==> src/imu_strike_classifier_defines.svh <==
// Assertion macros for the strike classifier.
// Depends on nothing; users must have clk and rst in scope.
// SYNTH selects the empty bodies.
`ifndef IMU_STRIKE_CLASSIFIER_DEFINES_SVH
`define IMU_STRIKE_CLASSIFIER_DEFINES_SVH

`ifndef SYNTH
`define ISC_ASSERT_IMPLY(name, ante, cons) \
  name: assert property (@(posedge clk) disable iff (rst) (ante) |-> (cons)) \
    else $error("assertion failed");
`define ISC_ASSERT_NEXT(name, ante, cons) \
  name: assert property (@(posedge clk) disable iff (rst) (ante) |=> (cons)) \
    else $error("assertion failed");
`else
`define ISC_ASSERT_IMPLY(name, ante, cons)
`define ISC_ASSERT_NEXT(name, ante, cons)
`endif

`endif

==> src/isc_pkg.sv <==
// Package for the strike classifier: payload structs, register indexes,
// reset values and zone codes. No dependencies.
package isc_pkg;

  localparam int AccelW = 16;
  localparam int TimeW  = 32;
  localparam int CfgW   = 16;
  localparam int VelW   = 7;
  localparam int ZoneW  = 2;
  localparam int NumZones = 4;
  localparam int CfgIdxW = 3;

  typedef enum logic [CfgIdxW-1:0] {
    REG_THRESHOLD = 3'd0,
    REG_COOLDOWN  = 3'd1,
    REG_DIVISOR   = 3'd2,
    REG_VEL_MIN   = 3'd3,
    REG_VEL_MAX   = 3'd4
  } cfg_reg_t;

  localparam logic [CfgW-1:0] THRESHOLD_RST = 16'd15000;
  localparam logic [CfgW-1:0] COOLDOWN_RST  = 16'd150;
  localparam logic [CfgW-1:0] DIVISOR_RST   = 16'd500;
  localparam logic [VelW-1:0] VEL_MIN_RST   = 7'd20;
  localparam logic [VelW-1:0] VEL_MAX_RST   = 7'd127;

  localparam logic [ZoneW-1:0] ZONE_Z_NEG = 2'd0;
  localparam logic [ZoneW-1:0] ZONE_Z_POS = 2'd1;
  localparam logic [ZoneW-1:0] ZONE_X     = 2'd2;
  localparam logic [ZoneW-1:0] ZONE_Y     = 2'd3;

  typedef struct packed {
    logic signed [AccelW-1:0] accel_x;
    logic signed [AccelW-1:0] accel_y;
    logic signed [AccelW-1:0] accel_z;
    logic [TimeW-1:0]         now_ms;
  } sample_t;

  typedef struct packed {
    logic [ZoneW-1:0] zone;
    logic [VelW-1:0]  strength;
    logic [TimeW-1:0] hit_time_ms;
  } hit_t;

endpackage

==> src/imu_strike_classifier.sv <==
// Strike classifier: one accelerometer sample in, zero or one hit out.
// A sample runs through squaring and a check; a sample that is reported as
// a hit then runs through square root, divide and finish before hit_valid,
// with the square-root and divide loops giving one bit per cycle.
// A new sample is taken only once the last one is through, and later still
// while a finished hit waits for hit_ready. Sync reset restores register
// defaults and clears all per-zone strike times to zero.
`include "imu_strike_classifier_defines.svh"

module imu_strike_classifier
  import isc_pkg::*;
(
  input  logic               clk,
  input  logic               rst,
  input  logic               sample_valid,
  output logic               sample_ready,
  input  sample_t            sample,
  output logic               hit_valid,
  input  logic               hit_ready,
  output hit_t               hit,
  input  logic               cfg_we,
  input  logic [CfgIdxW-1:0] cfg_index,
  input  logic [CfgW-1:0]    cfg_data
);

  typedef enum logic [2:0] {
    ST_IDLE, ST_MUL, ST_CHECK, ST_SQRT, ST_DIV, ST_FIN
  } state_t;

  state_t state;
  logic [3:0] cnt;

  logic [CfgW-1:0] threshold, cooldown, divisor;
  logic [VelW-1:0] vel_min, vel_max;

  logic [AccelW:0]   mag_x, mag_y, mag_z;
  logic              z_neg;
  logic [TimeW-1:0]  now_q;
  logic [2*AccelW+1:0] prod;
  logic [31:0]       sum, thr2, sq_n;
  logic [16:0]       rem;
  logic [15:0]       root;
  logic [ZoneW-1:0]  zone_q;
  logic [TimeW-1:0]  last_strike [NumZones];

  logic [AccelW:0]   mul_a;
  logic [18:0]       sub_a, sub_b;
  logic [19:0]       diff;
  logic              take;
  logic [ZoneW-1:0]  zone_next;
  logic [TimeW-1:0]  delta;
  logic [VelW-1:0]   vel_clip, vel;

  assign sample_ready = (state == ST_IDLE);

  // squaring operand
  always_comb begin
    case (cnt[1:0])
      2'd0:    mul_a = mag_x;
      2'd1:    mul_a = mag_y;
      2'd2:    mul_a = mag_z;
      default: mul_a = {1'b0, threshold};
    endcase
  end

  // shared compare-subtract for square root and divide
  always_comb begin
    case (state)
      ST_SQRT: begin
        sub_a = {rem, sq_n[31:30]};
        sub_b = {1'b0, root, 2'b01};
      end
      ST_DIV: begin
        sub_a = {2'b00, rem[15:0], root[15]};
        sub_b = {3'b000, divisor};
      end
      default: begin
        sub_a = '0;
        sub_b = '0;
      end
    endcase
    diff = {1'b0, sub_a} - {1'b0, sub_b};
    take = ~diff[19];
  end

  always_comb begin
    if (mag_z > mag_x && mag_z > mag_y) begin
      zone_next = z_neg ? ZONE_Z_NEG : ZONE_Z_POS;
    end else if (mag_x > mag_y) begin
      zone_next = ZONE_X;
    end else begin
      zone_next = ZONE_Y;
    end
    delta = now_q - last_strike[zone_next];
    vel_clip = (root > {9'd0, vel_max}) ? vel_max : root[VelW-1:0];
    vel = (vel_clip < vel_min) ? vel_min : vel_clip;
  end

  always_ff @(posedge clk) begin
    if (rst) begin
      threshold <= THRESHOLD_RST;
      cooldown  <= COOLDOWN_RST;
      divisor   <= DIVISOR_RST;
      vel_min   <= VEL_MIN_RST;
      vel_max   <= VEL_MAX_RST;
    end else if (cfg_we) begin
      case (cfg_index)
        REG_THRESHOLD: threshold <= cfg_data;
        REG_COOLDOWN:  cooldown  <= cfg_data;
        REG_DIVISOR:   divisor   <= cfg_data;
        REG_VEL_MIN:   vel_min   <= cfg_data[VelW-1:0];
        REG_VEL_MAX:   vel_max   <= cfg_data[VelW-1:0];
        default: ;
      endcase
    end
  end

  always_ff @(posedge clk) begin
    if (rst) begin
      state     <= ST_IDLE;
      cnt       <= '0;
      hit_valid <= 1'b0;
      for (int i = 0; i < NumZones; i++) begin
        last_strike[i] <= '0;
      end
    end else begin
      if (hit_valid && hit_ready && state != ST_FIN) begin
        hit_valid <= 1'b0;
      end
      case (state)
        ST_IDLE: begin
          if (sample_valid) begin
            mag_x <= sample.accel_x[AccelW-1] ?
                     17'd0 - {sample.accel_x[AccelW-1], sample.accel_x} :
                     {1'b0, sample.accel_x};
            mag_y <= sample.accel_y[AccelW-1] ?
                     17'd0 - {sample.accel_y[AccelW-1], sample.accel_y} :
                     {1'b0, sample.accel_y};
            mag_z <= sample.accel_z[AccelW-1] ?
                     17'd0 - {sample.accel_z[AccelW-1], sample.accel_z} :
                     {1'b0, sample.accel_z};
            z_neg <= sample.accel_z[AccelW-1];
            now_q <= sample.now_ms;
            sum   <= '0;
            cnt   <= '0;
            state <= ST_MUL;
          end
        end
        ST_MUL: begin
          if (cnt != 4'd4) begin
            prod <= mul_a * mul_a;
          end
          if (cnt != 4'd0 && cnt != 4'd4) begin
            sum <= sum + prod[31:0];
          end
          if (cnt == 4'd4) begin
            thr2  <= prod[31:0];
            state <= ST_CHECK;
          end
          cnt <= cnt + 4'd1;
        end
        ST_CHECK: begin
          if (sum > thr2 && delta > {16'd0, cooldown}) begin
            zone_q <= zone_next;
            sq_n   <= sum;
            rem    <= '0;
            root   <= '0;
            cnt    <= 4'd15;
            state  <= ST_SQRT;
          end else begin
            state <= ST_IDLE;
          end
        end
        ST_SQRT: begin
          root <= {root[14:0], take};
          sq_n <= {sq_n[29:0], 2'b00};
          if (cnt == 4'd0) begin
            rem   <= '0;
            cnt   <= 4'd15;
            state <= ST_DIV;
          end else begin
            rem <= take ? diff[16:0] : sub_a[16:0];
            cnt <= cnt - 4'd1;
          end
        end
        ST_DIV: begin
          // a zero divisor always subtracts, giving an all-ones quotient
          rem  <= take ? diff[16:0] : sub_a[16:0];
          root <= {root[14:0], take};
          cnt  <= cnt - 4'd1;
          if (cnt == 4'd0) begin
            state <= ST_FIN;
          end
        end
        ST_FIN: begin
          if (!hit_valid || hit_ready) begin
            hit.zone            <= zone_q;
            hit.strength        <= vel;
            hit.hit_time_ms     <= now_q;
            hit_valid           <= 1'b1;
            last_strike[zone_q] <= now_q;
            state               <= ST_IDLE;
          end
        end
        default: state <= ST_IDLE;
      endcase
    end
  end

  `ISC_ASSERT_IMPLY(a_hit_time_logged, hit_valid, last_strike[hit.zone] == hit.hit_time_ms)
  `ISC_ASSERT_IMPLY(a_hit_from_fin, $rose(hit_valid), $past(state == ST_FIN))
  `ISC_ASSERT_NEXT(a_sqrt_to_div, state == ST_SQRT, state == ST_SQRT || state == ST_DIV)

endmodule
==> config.mk <==
export PLATFORM = sky130hd
export DESIGN_NAME = imu_strike_classifier
export DESIGN_NICKNAME = d
export VERILOG_FILES = /design/src/isc_pkg.sv /design/src/imu_strike_classifier.sv
export VERILOG_INCLUDE_DIRS = /design/src /design/src/src
export SDC_FILE = /design/constraint.sdc
export NUM_CORES = 2
export LEC_CHECK = 0
export BUFFER_PORTS_ARGS = -buffer_cell sky130_fd_sc_hd__buf_4
export CAP_MARGIN = 15
export CORE_MARGIN = 1.5
export CORE_UTILIZATION = 55
export CTS_CLUSTER_DIAMETER = 100
export DETAILED_ROUTE_END_ITERATION = 8
export PLACE_DENSITY = 0.71
export SYNTH_ARGS = -nofsm -noshare
export SYNTH_HDL_FRONTEND = slang
export SYNTH_SLANG_ARGS = --single-unit
==> constraint.sdc <==
create_clock -name clk -period 13.4 [get_ports clk]
set_input_delay 1.34 -clock clk [delete_from_list [all_inputs] [get_ports clk]]
set_output_delay 1.34 -clock clk [all_outputs]
set_load 0.02 [all_outputs]
==> impl_metrics.py <==
metrics = {
    "yosys": {
        "ys_seq_area_share_pct": 40.2,
        "ys_types": 87,
        "synth_most_common_cell": "nand2_1",
        "synth_ff_type": "edfxtp_1",
        "synthCells": 3372,
        "syn_area_sq_mm": 0.0344,
        "async_reset_ff_share_pct": 0,
        "synth_top_area_cell": "edfxtp_1",
        "avgSynthCellArea_sq_um": 10.2,
        "synthTopCellsByArea": "edfxtp_1 36%, fa_1 11%, ha_1 11%",
        "synth_top_area_share_pct": 36.1,
        "yosys_warnings": 0,
        "synth_edf_count": 414,
        "synth_commonest_cells": "421 x nand2_1, 414 x edfxtp_1, 407 x inv_1",
        "synth_seq_cells": 484,
    },
    "clock_tree": {
        "cts_tree": "done",
        "cts_setup_buffers": 0,
        "cts.path.max_buffers": 3,
        "cts_root_buffer": "clkbuf_16",
        "htreeDepth": 2,
        "cts.sinks": 484,
        "clkLatencyLatePin_ps": 600,
        "postCtsHoldBufs": 0,
        "numCtsBuffers": 52,
        "clk_pin_slew_worst_paths_ps": 60,
        "post_cts_resized": 0,
    },
    "worst_hold_path": {
        "holdPathStages": 2,
        "holdPathEnd": "cooldown[15]",
        "min_from": "cooldown[15]",
        "hp-class": "reg -> reg",
    },
    "setup_path": {
        "start_kind": "flip-flop",
        "rr_endpoint": "prod[29]",
        "worst-r2r-setup-slack_ps": 4420,
        "path_class": "reg -> reg",
        "end_kind": "flip-flop",
        "cp.arrival_ps": 9380,
        "worstPathRequired_ps": 13790,
        "crit_slowest_cell": "mux2i_1",
        "crit_top_cell": "fa_1",
        "rr_worst_depth": 28,
        "cp_slowest_stage_delay_ps": 650,
        "cp_max_fo": 17,
        "r2r_start": "cnt[0]",
    },
    "route": {
        "drc": 0,
        "vias": 25300,
        "vias_per_cell": 5.78,
        "wl_um": 84400,
        "dr.first_iter.drc_count": 1819,
        "firstDrtPassIters": 5,
        "wire_per_inst_um": 19.3,
        "ant_nets": 0,
    },
    "finish": {
        "final_cells": 4374,
        "antenna_cells": 0,
        "syn_to_final_growth_pct": 10.8,
        "fin_util_pct": 61.7,
        "layout-drive-gt1-share_pct": 9.10,
        "nNetsFinal": 4087,
    },
    "timing": {
        "hold_viol": 0,
        "fin_tns_setup_ps": 0,
        "relSlewSlack_pct": 25.3,
        "finalSetupViolations": 0,
        "finalCritPeriodShare_pct": 67.0,
        "worst_slew_pin_slew_ps": 1120,
        "fin_skew_ps": 35.2,
        "slew_violations": 0,
        "fin_crit_ps": 8980,
        "rsz0062_at_grt": "false",
        "max_freq_mhz": 111,
        "hold_ws_ps": 458,
    },
    "run_status": {
        "status": "finished, final reports clean",
    },
    "flow_run": {
        "max_cap_viol_count": 0,
    },
    "global_routing": {
        "gr-total-overflow": 0,
        "grt_use_total_pct": 26.8,
        "grt_pass1_vias": 26100,
        "antenna_found_initial": 0,
        "grt_max_degree": 83,
        "grt_pass1_wl_um": 137000,
    },
    "floorplan": {
        "dieArea_sq_mm": 0.0641,
        "core_sq_mm": 0.0618,
        "design.portCount": 147,
        "initial_core_util_pct": 55.7,
        "die_h_um": 253,
        "die_w_um": 253,
        "rows": 91,
    },
    "placed_design": {
        "dpl.cell_count": 4277,
        "port_buffers": 146,
        "hpwl_um": 63900,
        "gp_congestion": 0.938,
    },
}
through the flow:
step           worst slack (ps)  area [sq um]
6_report                   4420         38100
5_1_grt                    3670         38100
4_1_cts                    4410         38100
3_5_place_dp               4450         36400
3_3_place_gp               4650         36400
2_1_floorplan              2950         34400
cell families after synthesis:
kind of cell,after synthesis,synth area share [%]
multiplexers,70,2.09
buffers and inverters,526,5.81
XOR/XNOR,124,3.18
flip-flops,484,40.2
AND/OR/NAND/NOR,1089,15.0
adder cells (fa/ha/maj),487,22.0
other,1,0.0109
AO/OA/AOI/OAI,591,11.8
layout by cell type (no fill, tap or decap), types with 25 or more instances in the layout:
cell	instances
a21o_1	60
nand4_1	31
xor2_1	31
a22oi_1	35
inv_1	407
nand2_1	421
o31ai_1	28
mux2i_1	56
clkbuf_16	52
dfxtp_1	70
nor2_1	234
fa_1	195
ha_1	292
buf_4	176
o21ai_0	85
nand2b_1	31
nor3_1	39
a21oi_1	156
xnor2_1	92
nor2b_1	30
a221oi_1	33
edfxtp_1	414
nand3b_1	25
and2_1	140
nand3_1	47
critical path: cells and delay by family, from the launching register on:
family / cells / cell delay (ps)
fa+ha+maj: 8 / 3440
simple gates: 4 / 670
flops: 1 / 470
buf+inv: 6 / 1170
compound gates: 9 / 2340
mux: 1 / 650
layer usage:
metal,part of all wire [%],track usage [%],up-vias,wire [um]
met2,48,45.3,759,40600
met4,2.8,8.66,0,2350
met5,0,0,-,0
li1,-,-,11900,-
met3,5.1,3.19,149,4280
met1,44,36.1,12400,37100
how the worst max path moves through the flow:
stage | start | end | slack (ps)
6_report | cnt[0] | prod[29] | 4420
5_1_grt | mag_y[15] | sq_n[8] | 3670
4_1_cts | mag_y[10] | sq_n[30] | 4410
3_5_place_dp | mag_y[10] | sq_n[9] | 4450
3_3_place_gp | mag_y[10] | sq_n[11] | 4650
2_1_floorplan | rst | mag_x[0] | 2950
sequential cells by signal, summed over array words and instances, names as in the netlist, 17 cells and up:
name,flops
mag_x,17
rem,17
last_strike,128
thr2,31
hit,41
prod,31
mag_y,17
sq_n,32
mag_z,17
sum,32
now_q,32
final cells by class:
cell class                      count  area [sq um]
Clock inverter                     28           293
Tap cell                          837          1050
Fill cell                        5081         23700
Timing Repair Buffer              177          1350
Clock buffer                       67          1420
Inverter                          417          1570
Multi-Input combinational cell   2364         18600
Sequential cell                   484         13800
Power is left out: the tool's default activity adds up to more than one toggle a clock period on the data nets, which glitch-free logic cannot reach.
